## config.mk

```make
export PLATFORM = sky130hd
export DESIGN_NAME = smoothed_crop_window_tracker
export DESIGN_NICKNAME = d
export VERILOG_FILES = /design/src/sv/scwt_pkg.sv /design/src/sv/scwt_div.sv /design/src/sv/smoothed_crop_window_tracker.sv
export SDC_FILE = /design/constraint.sdc
export NUM_CORES = 2
export LEC_CHECK = 0
export BUFFER_PORTS_ARGS = -buffer_cell sky130_fd_sc_hd__buf_2
export CAP_MARGIN = 10
export CORE_MARGIN = 2
export CORE_UTILIZATION = 34
export CTS_BUF_LIST = sky130_fd_sc_hd__clkbuf_8
export CTS_CLUSTER_DIAMETER = 40
export CTS_CLUSTER_SIZE = 24
export DETAILED_ROUTE_END_ITERATION = 8
export PLACE_DENSITY = 0.6
export SYNTH_ARGS = -nofsm -noshare
export SYNTH_HDL_FRONTEND = slang
export SYNTH_HIERARCHICAL = 1
export SYNTH_SLANG_ARGS = --single-unit
```

## constraint.sdc

```tcl
create_clock -name aclk -period 13.8 [get_ports aclk]
set_input_delay 0.69 -clock aclk [delete_from_list [all_inputs] [get_ports aclk]]
set_output_delay 0.69 -clock aclk [all_outputs]
set_load 0.005 [all_outputs]
```

## src/sv/scwt_pkg.sv

```systemverilog
package scwt_pkg;

    // Field and register widths
    localparam int MAX_FRAME_DIM_DEF = 4096;
    localparam int DIM_REG_W  = 13;
    localparam int FACTOR_W   = 17;
    localparam int ZOOM_W     = 16;
    localparam int POS_W      = 12;
    localparam int SIZE_W     = 13;
    localparam int FRAC_W     = 17;
    localparam int CROP_POS_W = 13;
    localparam int CROP_LEN_W = 14;
    localparam int CFG_IDX_W  = 3;
    localparam int CFG_DATA_W = 17;
    localparam int PC_W       = 5;

    // Fixed-point constants
    localparam logic [FACTOR_W-1:0] ONE_Q16    = 17'd65536;
    localparam logic [FRAC_W-1:0]   FRAC_MAX   = 17'h1FFFF;
    localparam logic [ZOOM_W-1:0]   ZOOM_MAX   = 16'hFFFF;
    localparam logic [ZOOM_W-1:0]   ZOOM_MIN   = 16'd1;
    localparam int                  ROUND_HALF = 32768;
    localparam int                  CTR_SHIFT  = 15;
    localparam int                  ZOOM_FRAC  = 12;
    localparam int                  Q16_SHIFT  = 16;

    // Reset values
    localparam logic [DIM_REG_W-1:0] FRAME_WIDTH_RST  = 13'd1280;
    localparam logic [DIM_REG_W-1:0] FRAME_HEIGHT_RST = 13'd720;
    localparam logic [FACTOR_W-1:0]  SMOOTHING_RST    = 17'd6554;
    localparam logic [ZOOM_W-1:0]    ZOOM_BASE_RST    = 16'd4096;
    localparam logic [ZOOM_W-1:0]    ZOOM_MUL_RST     = 16'd4096;
    localparam logic [FRAC_W-1:0]    CENTER_RST       = 17'd32768;
    localparam logic [ZOOM_W-1:0]    ZOOM_LEVEL_RST   = 16'd6144;

    // Configuration register indexes
    typedef enum logic [CFG_IDX_W-1:0] {
        REG_FRAME_WIDTH     = 3'd0,
        REG_FRAME_HEIGHT    = 3'd1,
        REG_SMOOTHING       = 3'd2,
        REG_ZOOM_BASE       = 3'd3,
        REG_ZOOM_MULTIPLIER = 3'd4
    } cfg_reg_t;

    // Micro-operations driving the datapath
    typedef enum logic [3:0] {
        OP_NOP,
        OP_ACCEPT,
        OP_DIV_CTR,
        OP_MUL_CTR,
        OP_UPD_CTR,
        OP_MUL_SIDE,
        OP_DIV_ZM,
        OP_ZMEAS,
        OP_MUL_ZM,
        OP_UPD_ZM,
        OP_DIV_CROP,
        OP_MUL_CPIX,
        OP_EDGE,
        OP_LEN,
        OP_EMIT
    } uop_t;

    // Jump conditions
    typedef enum logic [2:0] {
        C_NEVER,
        C_ALWAYS,
        C_NO_IN,
        C_NO_FACE,
        C_DIV_BUSY,
        C_OUT_FULL
    } jcond_t;

    typedef struct packed {
        uop_t            op;
        logic            axis_y;
        jcond_t          cond;
        logic [PC_W-1:0] target;
    } uword_t;

    localparam logic [PC_W-1:0] L_IDLE = 5'd0;
    localparam logic [PC_W-1:0] L_CROP = 5'd16;

    function automatic uword_t mk_uword(input uop_t op, input logic ay, input jcond_t c,
                                        input logic [PC_W-1:0] t);
        uword_t w;
        w.op     = op;
        w.axis_y = ay;
        w.cond   = c;
        w.target = t;
        return w;
    endfunction

    // Microcode ROM: wait steps loop on their own address
    function automatic uword_t ucode(input logic [PC_W-1:0] pc);
        uword_t w;
        case (pc)
            5'd0:  w = mk_uword(OP_ACCEPT,   1'b0, C_NO_IN,    L_IDLE);
            5'd1:  w = mk_uword(OP_NOP,      1'b0, C_NO_FACE,  L_CROP);
            5'd2:  w = mk_uword(OP_DIV_CTR,  1'b0, C_NEVER,    L_IDLE);
            5'd3:  w = mk_uword(OP_NOP,      1'b0, C_DIV_BUSY, pc);
            5'd4:  w = mk_uword(OP_MUL_CTR,  1'b0, C_NEVER,    L_IDLE);
            5'd5:  w = mk_uword(OP_UPD_CTR,  1'b0, C_NEVER,    L_IDLE);
            5'd6:  w = mk_uword(OP_DIV_CTR,  1'b1, C_NEVER,    L_IDLE);
            5'd7:  w = mk_uword(OP_NOP,      1'b1, C_DIV_BUSY, pc);
            5'd8:  w = mk_uword(OP_MUL_CTR,  1'b1, C_NEVER,    L_IDLE);
            5'd9:  w = mk_uword(OP_UPD_CTR,  1'b1, C_NEVER,    L_IDLE);
            5'd10: w = mk_uword(OP_MUL_SIDE, 1'b0, C_NEVER,    L_IDLE);
            5'd11: w = mk_uword(OP_DIV_ZM,   1'b0, C_NEVER,    L_IDLE);
            5'd12: w = mk_uword(OP_NOP,      1'b0, C_DIV_BUSY, pc);
            5'd13: w = mk_uword(OP_ZMEAS,    1'b0, C_NEVER,    L_IDLE);
            5'd14: w = mk_uword(OP_MUL_ZM,   1'b0, C_NEVER,    L_IDLE);
            5'd15: w = mk_uword(OP_UPD_ZM,   1'b0, C_NEVER,    L_IDLE);
            5'd16: w = mk_uword(OP_DIV_CROP, 1'b0, C_NEVER,    L_IDLE);
            5'd17: w = mk_uword(OP_NOP,      1'b0, C_DIV_BUSY, pc);
            5'd18: w = mk_uword(OP_MUL_CPIX, 1'b0, C_NEVER,    L_IDLE);
            5'd19: w = mk_uword(OP_EDGE,     1'b0, C_NEVER,    L_IDLE);
            5'd20: w = mk_uword(OP_LEN,      1'b0, C_NEVER,    L_IDLE);
            5'd21: w = mk_uword(OP_DIV_CROP, 1'b1, C_NEVER,    L_IDLE);
            5'd22: w = mk_uword(OP_NOP,      1'b1, C_DIV_BUSY, pc);
            5'd23: w = mk_uword(OP_MUL_CPIX, 1'b1, C_NEVER,    L_IDLE);
            5'd24: w = mk_uword(OP_EDGE,     1'b1, C_NEVER,    L_IDLE);
            5'd25: w = mk_uword(OP_LEN,      1'b1, C_NEVER,    L_IDLE);
            5'd26: w = mk_uword(OP_EMIT,     1'b0, C_OUT_FULL, pc);
            default: w = mk_uword(OP_NOP,    1'b0, C_ALWAYS,   L_IDLE);
        endcase
        return w;
    endfunction

endpackage

```

## src/sv/scwt_div.sv

```systemverilog
// Restoring divider, one quotient bit per cycle
module scwt_div #(
    parameter int NUM_W = 29,
    parameter int DEN_W = 16
) (
    input  logic             aclk,
    input  logic             aresetn,
    input  logic             start,
    input  logic [NUM_W-1:0] num,
    input  logic [DEN_W-1:0] den,
    output logic             busy,
    output logic [NUM_W-1:0] quo
);

    localparam int CW = $clog2(NUM_W + 1);

    logic [CW-1:0]    cnt_reg;
    logic [NUM_W-1:0] quo_reg, quo_next;
    logic [DEN_W-1:0] rem_reg, rem_next;
    logic [DEN_W-1:0] den_reg;
    logic [DEN_W:0]   trial;
    logic [DEN_W:0]   diff;
    logic             fit;

    assign busy = (cnt_reg != '0);
    assign quo  = quo_reg;

    // Shift next numerator bit into the remainder and try the subtract
    always_comb begin
        trial    = {rem_reg, quo_reg[NUM_W-1]};
        diff     = trial - {1'b0, den_reg};
        fit      = (trial >= {1'b0, den_reg});
        quo_next = {quo_reg[NUM_W-2:0], fit};
        rem_next = fit ? diff[DEN_W-1:0] : trial[DEN_W-1:0];
    end

    // Step counter
    always_ff @(posedge aclk) begin
        if (!aresetn) begin
            cnt_reg <= '0;
        end else if (start) begin
            cnt_reg <= CW'(NUM_W);
        end else if (busy) begin
            cnt_reg <= cnt_reg - 1'b1;
        end
    end

    // Working registers
    always_ff @(posedge aclk) begin
        if (start) begin
            quo_reg <= num;
            rem_reg <= '0;
            den_reg <= den;
        end else if (busy) begin
            quo_reg <= quo_next;
            rem_reg <= rem_next;
        end
    end

endmodule

```

## src/sv/smoothed_crop_window_tracker.sv

```systemverilog
// Tracks a smoothed crop window from one face rectangle per video frame and
// returns one crop rectangle per frame. A short microcode program steps a
// small datapath: one 18-bit multiplier and a shared restoring divider that
// yields one quotient bit per cycle of its 30-bit quotient, and the program
// waits on each division. The divider sets the pace: a frame with a face
// needs five divisions and a frame without a face needs two. One frame is
// worked on at a time; a finished result sits in the output register while
// the next frame is accepted. Configuration writes are always taken and
// should only be issued while the block is idle.
module smoothed_crop_window_tracker
    import scwt_pkg::*;
#(
    parameter int MAX_FRAME_DIM = MAX_FRAME_DIM_DEF
) (
    input  logic                         aclk,
    input  logic                         aresetn,
    // configuration write channel
    input  logic                         cfg_valid,
    output logic                         cfg_ready,
    input  logic [CFG_IDX_W-1:0]         cfg_index,
    input  logic [CFG_DATA_W-1:0]        cfg_data,
    // face input channel
    input  logic                         s_valid,
    output logic                         s_ready,
    input  logic                         s_face_present,
    input  logic [POS_W-1:0]             s_face_left,
    input  logic [POS_W-1:0]             s_face_top,
    input  logic [SIZE_W-1:0]            s_face_w,
    input  logic [SIZE_W-1:0]            s_face_h,
    // crop output channel
    output logic                         m_valid,
    input  logic                         m_ready,
    output logic [CROP_POS_W-1:0]        m_crop_left,
    output logic [CROP_POS_W-1:0]        m_crop_top,
    output logic signed [CROP_LEN_W-1:0] m_crop_w,
    output logic signed [CROP_LEN_W-1:0] m_crop_h,
    output logic                         m_crop_valid
);

    localparam int DW   = $clog2(MAX_FRAME_DIM + 1);
    localparam int CMPW = (DW > DIM_REG_W) ? DW : DIM_REG_W;
    localparam int CNW  = 2 * POS_W - 9 + CTR_SHIFT;   // centre numerator bits
    localparam int NW   = (CNW > DW + ZOOM_FRAC) ? CNW : DW + ZOOM_FRAC;
    localparam int DENW = (DW > ZOOM_W) ? DW : ZOOM_W;
    localparam int MBW  = (DW + 1 > 18) ? DW + 1 : 18;
    localparam int PW   = 18 + MBW;
    localparam int SW   = NW + 1;
    localparam int LW   = DW + 2;

    // Configuration registers
    logic [DIM_REG_W-1:0] frame_width_reg, frame_height_reg;
    logic [FACTOR_W-1:0]  smoothing_reg;
    logic [ZOOM_W-1:0]    zoom_base_reg, zoom_mul_reg;

    // Tracker state
    logic [FRAC_W-1:0] cx_reg, cy_reg;
    logic [ZOOM_W-1:0] zoom_reg;

    // Sequencer
    logic [PC_W-1:0] pc_reg, pc_next;
    uword_t          uw;
    logic            jump;

    // Latched input
    logic              face_reg;
    logic [POS_W-1:0]  fl_reg, ft_reg;
    logic [SIZE_W-1:0] fw_reg, fh_reg;

    // Datapath working registers
    logic signed [PW-1:0] prod_reg, prod_next;
    logic [ZOOM_W-1:0]    zmeas_reg, zmeas_next;
    logic [NW-2:0]        half_reg;
    logic [DW:0]          lo_reg, lo_next;
    logic [DW-1:0]        hi_reg, hi_next;
    logic [DW:0]          left_reg, top_reg;
    logic signed [LW-1:0] lenx_reg, leny_reg, len_next;

    // Output register
    logic                         m_valid_reg;
    logic [CROP_POS_W-1:0]        crop_left_reg, crop_top_reg;
    logic signed [CROP_LEN_W-1:0] crop_w_reg, crop_h_reg;
    logic                         crop_valid_reg;
    logic                         out_full;

    // Divider interface
    logic            div_start, div_busy;
    logic [NW-1:0]   div_num, div_quo;
    logic [DENW-1:0] div_den;

    // Combinational helpers
    logic [CMPW-1:0]         fw_ext, fh_ext;
    logic [DW-1:0]           wf, hf, dim_sel;
    logic [FACTOR_W-1:0]     a_eff;
    logic [POS_W-1:0]        pos_sel;
    logic [SIZE_W-1:0]       size_sel, side;
    logic [FRAC_W-1:0]       frac_sel, ctr_meas, ctr_next;
    logic [CNW-CTR_SHIFT-1:0] ctr_sum;
    logic signed [17:0]      blend_d;
    logic signed [17:0]      mul_a;
    logic signed [MBW-1:0]   mul_b;
    logic signed [PW-1:0]    rnd_sum, inc;
    logic [ZOOM_W-1:0]       zoom_sum;
    logic [ZOOM_W-1:0]       zoom_next;
    logic [NW:0]             zsum;
    logic [DW:0]             cpix;
    logic signed [SW-1:0]    lo_s;
    logic [SW-1:0]           hi_s;

    assign cfg_ready = 1'b1;
    assign uw        = ucode(pc_reg);
    assign s_ready   = (uw.op == OP_ACCEPT);
    assign out_full  = m_valid_reg && !m_ready;

    // Configuration writes; unknown indexes are dropped
    always_ff @(posedge aclk) begin
        if (!aresetn) begin
            frame_width_reg  <= FRAME_WIDTH_RST;
            frame_height_reg <= FRAME_HEIGHT_RST;
            smoothing_reg    <= SMOOTHING_RST;
            zoom_base_reg    <= ZOOM_BASE_RST;
            zoom_mul_reg     <= ZOOM_MUL_RST;
        end else if (cfg_valid) begin
            case (cfg_index)
                REG_FRAME_WIDTH:     frame_width_reg  <= cfg_data[DIM_REG_W-1:0];
                REG_FRAME_HEIGHT:    frame_height_reg <= cfg_data[DIM_REG_W-1:0];
                REG_SMOOTHING:       smoothing_reg    <= cfg_data[FACTOR_W-1:0];
                REG_ZOOM_BASE:       zoom_base_reg    <= cfg_data[ZOOM_W-1:0];
                REG_ZOOM_MULTIPLIER: zoom_mul_reg     <= cfg_data[ZOOM_W-1:0];
                default: ;
            endcase
        end
    end

    // Effective frame size, factor clamp and per-axis selection
    always_comb begin
        fw_ext = CMPW'(frame_width_reg);
        fh_ext = CMPW'(frame_height_reg);
        if (fw_ext == '0) begin
            wf = DW'(1);
        end else if (fw_ext > CMPW'(MAX_FRAME_DIM)) begin
            wf = DW'(MAX_FRAME_DIM);
        end else begin
            wf = DW'(fw_ext);
        end
        if (fh_ext == '0) begin
            hf = DW'(1);
        end else if (fh_ext > CMPW'(MAX_FRAME_DIM)) begin
            hf = DW'(MAX_FRAME_DIM);
        end else begin
            hf = DW'(fh_ext);
        end
        a_eff    = (smoothing_reg > ONE_Q16) ? ONE_Q16 : smoothing_reg;
        dim_sel  = uw.axis_y ? hf : wf;
        pos_sel  = uw.axis_y ? ft_reg : fl_reg;
        size_sel = uw.axis_y ? fh_reg : fw_reg;
        frac_sel = uw.axis_y ? cy_reg : cx_reg;
        side     = (fw_reg > fh_reg) ? fw_reg : fh_reg;
        ctr_sum  = {1'b0, pos_sel, 1'b0} + {1'b0, size_sel};
    end

    // Divider operands
    always_comb begin
        div_start = 1'b0;
        div_num   = '0;
        div_den   = DENW'(wf);
        case (uw.op)
            OP_DIV_CTR: begin
                div_start = 1'b1;
                div_num   = NW'({ctr_sum, {CTR_SHIFT{1'b0}}});
                div_den   = DENW'(dim_sel);
            end
            OP_DIV_ZM: begin
                div_start = 1'b1;
                div_num   = NW'(prod_reg[SIZE_W+ZOOM_W-1:0]);
                div_den   = DENW'(wf);
            end
            OP_DIV_CROP: begin
                div_start = 1'b1;
                div_num   = NW'({dim_sel, {ZOOM_FRAC{1'b0}}});
                div_den   = DENW'(zoom_reg);
            end
            default: ;
        endcase
    end

    scwt_div #(
        .NUM_W (NW),
        .DEN_W (DENW)
    ) u_div (
        .aclk    (aclk),
        .aresetn (aresetn),
        .start   (div_start),
        .num     (div_num),
        .den     (div_den),
        .busy    (div_busy),
        .quo     (div_quo)
    );

    // Measurements and smoothing arithmetic
    always_comb begin
        ctr_meas   = (div_quo > NW'(FRAC_MAX)) ? FRAC_MAX : div_quo[FRAC_W-1:0];
        zsum       = (NW+1)'(zoom_base_reg) + {1'b0, div_quo};
        zmeas_next = (zsum > (NW+1)'(ZOOM_MAX)) ? ZOOM_MAX : zsum[ZOOM_W-1:0];
        if (uw.op == OP_MUL_ZM) begin
            blend_d = $signed({2'b00, zmeas_reg}) - $signed({2'b00, zoom_reg});
        end else begin
            blend_d = $signed({1'b0, ctr_meas}) - $signed({1'b0, frac_sel});
        end
        case (uw.op)
            OP_MUL_SIDE: begin
                mul_a = $signed(18'(side));
                mul_b = $signed(MBW'(zoom_mul_reg));
            end
            OP_MUL_CPIX: begin
                mul_a = $signed({1'b0, frac_sel});
                mul_b = $signed(MBW'(dim_sel));
            end
            default: begin
                mul_a = $signed({1'b0, a_eff});
                mul_b = MBW'(blend_d);
            end
        endcase
        prod_next = PW'(mul_a) * PW'(mul_b);
        // old + floor((a*(meas-old) + half) / 2^16)
        rnd_sum   = prod_reg + $signed(PW'(ROUND_HALF));
        inc       = rnd_sum >>> Q16_SHIFT;
        ctr_next  = frac_sel + inc[FRAC_W-1:0];
        zoom_sum  = zoom_reg + inc[ZOOM_W-1:0];
        zoom_next = (zoom_sum == '0) ? ZOOM_MIN : zoom_sum;
    end

    // Crop edges on one axis
    always_comb begin
        cpix     = prod_reg[Q16_SHIFT +: DW+1];
        lo_s     = $signed(SW'(cpix)) - $signed(SW'(half_reg));
        hi_s     = SW'(cpix) + SW'(half_reg);
        lo_next  = (lo_s < 0) ? '0 : lo_s[DW:0];
        hi_next  = (hi_s > SW'(dim_sel)) ? dim_sel : hi_s[DW-1:0];
        len_next = $signed({2'b00, hi_reg}) - $signed({1'b0, lo_reg});
    end

    // Step counter with conditional jumps
    always_comb begin
        case (uw.cond)
            C_NEVER:    jump = 1'b0;
            C_ALWAYS:   jump = 1'b1;
            C_NO_IN:    jump = !s_valid;
            C_NO_FACE:  jump = !face_reg;
            C_DIV_BUSY: jump = div_busy;
            C_OUT_FULL: jump = out_full;
            default:    jump = 1'b1;
        endcase
        pc_next = jump ? uw.target : pc_reg + 1'b1;
    end

    always_ff @(posedge aclk) begin
        if (!aresetn) begin
            pc_reg <= L_IDLE;
        end else begin
            pc_reg <= pc_next;
        end
    end

    // Kept centre and zoom
    always_ff @(posedge aclk) begin
        if (!aresetn) begin
            cx_reg   <= CENTER_RST;
            cy_reg   <= CENTER_RST;
            zoom_reg <= ZOOM_LEVEL_RST;
        end else begin
            case (uw.op)
                OP_UPD_CTR: begin
                    if (uw.axis_y) begin
                        cy_reg <= ctr_next;
                    end else begin
                        cx_reg <= ctr_next;
                    end
                end
                OP_UPD_ZM: zoom_reg <= zoom_next;
                default: ;
            endcase
        end
    end

    // Working registers and input latch
    always_ff @(posedge aclk) begin
        case (uw.op)
            OP_ACCEPT: begin
                if (s_valid) begin
                    face_reg <= s_face_present;
                    fl_reg   <= s_face_left;
                    ft_reg   <= s_face_top;
                    fw_reg   <= s_face_w;
                    fh_reg   <= s_face_h;
                end
            end
            OP_MUL_CTR, OP_MUL_SIDE, OP_MUL_ZM: prod_reg <= prod_next;
            OP_MUL_CPIX: begin
                prod_reg <= prod_next;
                half_reg <= div_quo[NW-1:1];
            end
            OP_ZMEAS: zmeas_reg <= zmeas_next;
            OP_EDGE: begin
                lo_reg <= lo_next;
                hi_reg <= hi_next;
            end
            OP_LEN: begin
                if (uw.axis_y) begin
                    top_reg  <= lo_reg;
                    leny_reg <= len_next;
                end else begin
                    left_reg <= lo_reg;
                    lenx_reg <= len_next;
                end
            end
            OP_EMIT: begin
                if (!out_full) begin
                    crop_left_reg  <= CROP_POS_W'(left_reg);
                    crop_top_reg   <= CROP_POS_W'(top_reg);
                    crop_w_reg     <= CROP_LEN_W'(lenx_reg);
                    crop_h_reg     <= CROP_LEN_W'(leny_reg);
                    crop_valid_reg <= (lenx_reg > 0) && (leny_reg > 0);
                end
            end
            default: ;
        endcase
    end

    // Output valid: set on emit, cleared on transfer
    always_ff @(posedge aclk) begin
        if (!aresetn) begin
            m_valid_reg <= 1'b0;
        end else if ((uw.op == OP_EMIT) && !out_full) begin
            m_valid_reg <= 1'b1;
        end else if (m_ready) begin
            m_valid_reg <= 1'b0;
        end
    end

    assign m_valid      = m_valid_reg;
    assign m_crop_left  = crop_left_reg;
    assign m_crop_top   = crop_top_reg;
    assign m_crop_w     = crop_w_reg;
    assign m_crop_h     = crop_h_reg;
    assign m_crop_valid = crop_valid_reg;

endmodule

```

==> results.yml <==
outcome:
  status: "finished clean"
placement:
  io_buffers: 132
  gp_congestion: 0.981
  post-dp-hpwl_um: 86600
timing:
  post-route-period-util_pct: 84.4
  setup_viol: 0
  worst_slew_pin_slew_ns: 1.23
  final-hold-violation-count: 0
  fmax_mhz: 85.9
  period_needed_ns: 11.65
  rsz0062_at_grt: "false"
  finalSetupTns_ns: 0
  slew-limit-headroom_pct: 17.2
  maxSlewViolCount: 0
  fin_skew_ns: 0.0957
yosys:
  synth_edf_count: 313
  yosysWarnings: 6
  syn_area_sq_um: 36300
  syn_avg_cell_area_sq_um: 9.25
  syn_inst: 3931
  syn_nets: 4549
  async_reset_ff_share_pct: 0
  ys_seq_area_share_pct: 34.2
  ys.flop_type: "edfxtp_1"
  ys_ff_latch: 465
  synth.distinct_cells: 90
worst_setup_path:
  max_stage_delay_ns: 0.76
  critical_path.max_fanout: 17
  crit_top_cell: "fa_1"
  crit_type: "reg2reg"
  cp_data_arrival_time_ns: 12.07
  critPathCaptureType: "flip-flop"
  cp.required_ns: 14.22
  cp_slowest_cell: "a22oi_1"
  cp-start-kind: "flip-flop"
floorplan:
  io_pins: 134
  num_rows: 119
  die_area_sq_um: 110000
  die_height_um: 331
  start_util_pct: 34.4
  fp.coreArea_sq_um: 106000
  die_width_um: 331
flow_run:
  cap_violations: 0
detailed_routing:
  wl_um: 112000
  drt-initial-drc-count: 2514
  drtPass1Iterations: 6
  final_antenna_net_count: 0
  vias: 28900
  wl_per_cell_um: 20.3
  drc: 0
  viasPerCell: 5.25
grt:
  grt_max_degree: 80
  grt_antenna_before_repair: 5
  grt_usage_pct: 20.5
  busiest_layer: "met2"
  grt_pass1_wl_um: 171000
  grtUsageMet1_pct: 27.9
  grtUsageMet2_pct: 32.7
  globalRoute.totalOverflow: 0
  grtUsageMet3_pct: 3.51
  grt_pass1_vias: 28300
clocking:
  clk_path_buf_depth: 3
  clk_pin_slew_ns: 0.11
  cts.sinks: 465
  hold_buffers: 0
  h-tree-depth: 3
  ctsResizeCount: 0
  numCtsBuffers: 73
  cts_root_buf: "clkbuf_8"
  cts_setup_buffers: 0
  clk_latency_ns: 0.74
  cts_tree: "built"
cells_and_area:
  final_cell_mix: "nand2_1, inv_1, edfxtp_1"
  post_route_cells_drive_above_1_share_pct: 9.95
  final_common_cell: "nand2_1"
  largest_reg_flops: 33
  final_nets: 4677
  syn_to_final_growth_pct: 11.3
hold_path:
  holdCritPathClass: "in2reg"
## logic make-up (layout without fill, tap and decap cells)
logic type / Yosys count / after routing / synth area share [%]
multiplexers: 81 / 81 / 2.36
AO/OA/AOI/OAI: 704 / 704 / 12.2
adder cells (fa/ha/maj): 544 / 544 / 23.9
AND/OR/NAND/NOR: 1361 / 1361 / 16.8
flip-flops: 465 / 465 / 34.2
buffers and inverters: 605 / 793 / 6.41
other: 2 / 6 / 0.0207
XOR/XNOR: 169 / 169 / 4.07
## cells in the mapped netlist, types with 44 or more instances
| library cell | number | area [sq um] |
|---|---|---|
| nand3_1 | 72 | 360 |
| nand2b_1 | 77 | 482 |
| xor2_1 | 51 | 447 |
| xnor2_1 | 118 | 1030 |
| nand2_1 | 626 | 2350 |
| fa_1 | 250 | 5000 |
| dfxtp_1 | 152 | 3040 |
| clkbuf_1 | 102 | 383 |
| ha_1 | 292 | 3650 |
| mux2i_1 | 44 | 440 |
| inv_1 | 464 | 1740 |
| nor2b_1 | 50 | 313 |
| and2_1 | 48 | 300 |
| a21oi_1 | 271 | 1360 |
| o21ai_0 | 119 | 596 |
| edfxtp_1 | 313 | 9400 |
| nor2_1 | 292 | 1100 |
| nor3_1 | 60 | 300 |
| a21o_1 | 47 | 353 |
## per-stage QoR
step                setup WS [ns]  hold slack (ns)  instances  instance area [sq um]  utilization [%]
finish                       2.15            0.118       5514                  40500             38.3
global route                 1.43           0.0915       5512                  40500             38.3
CTS                          2.22           0.0715       5510                  40500             38.3
detailed placement           2.34            0.405       5375                  38700             36.6
global placement             2.51            0.401       5375                  38700             36.6
floorplan                    3.22            0.400       3931                  36300                -
## final timing paths
| check | from | end | slack [ns] | cells after the start |
|---|---|---|---|---|
| setup / recovery | pc_reg[1] | prod_reg[32] | 2.15 | 40 |
| hold / removal | s_face_left[5] | fl_reg[5] | 0.12 | 1 |
| setup reg to reg | pc_reg[1] | prod_reg[32] | 2.15 | 40 |
| hold reg to reg | top_reg[9] | m_crop_top[9] | 0.41 | 0 |
## critical path, delay by kind of cell (launching register included)
kind,cells,cell delay (ns)
xor gates and xnor gates,3,0.49
adders and majority gates,10,4.46
buffers and inverters,4,0.24
AOI/OAI and AO/OA,19,5.25
and+or+nand+nor,4,0.50
DFF,1,0.39
## metal layers
layer  routed length (um)  part of all wire (%)
met1                48400                    43
met2                49800                    45
met3                 9150                   8.2
met4                 4300                   3.8
met5                    8                0.0072
## area by class of cell
cell class                      count  area [sq um]
Clock inverter                     60           757
Antenna cell                        4          10.0
Inverter                          465          1750
Fill cell                       10600         65200
Multi-Input combinational cell   2861         21600
Sequential cell                   465         12400
Clock buffer                       75          1030
Tap cell                         1391          1740
Timing Repair Buffer              193          1120
Power is left out: the tool's default activity adds up to more than one toggle a clock period on the data nets, which glitch-free logic cannot reach.
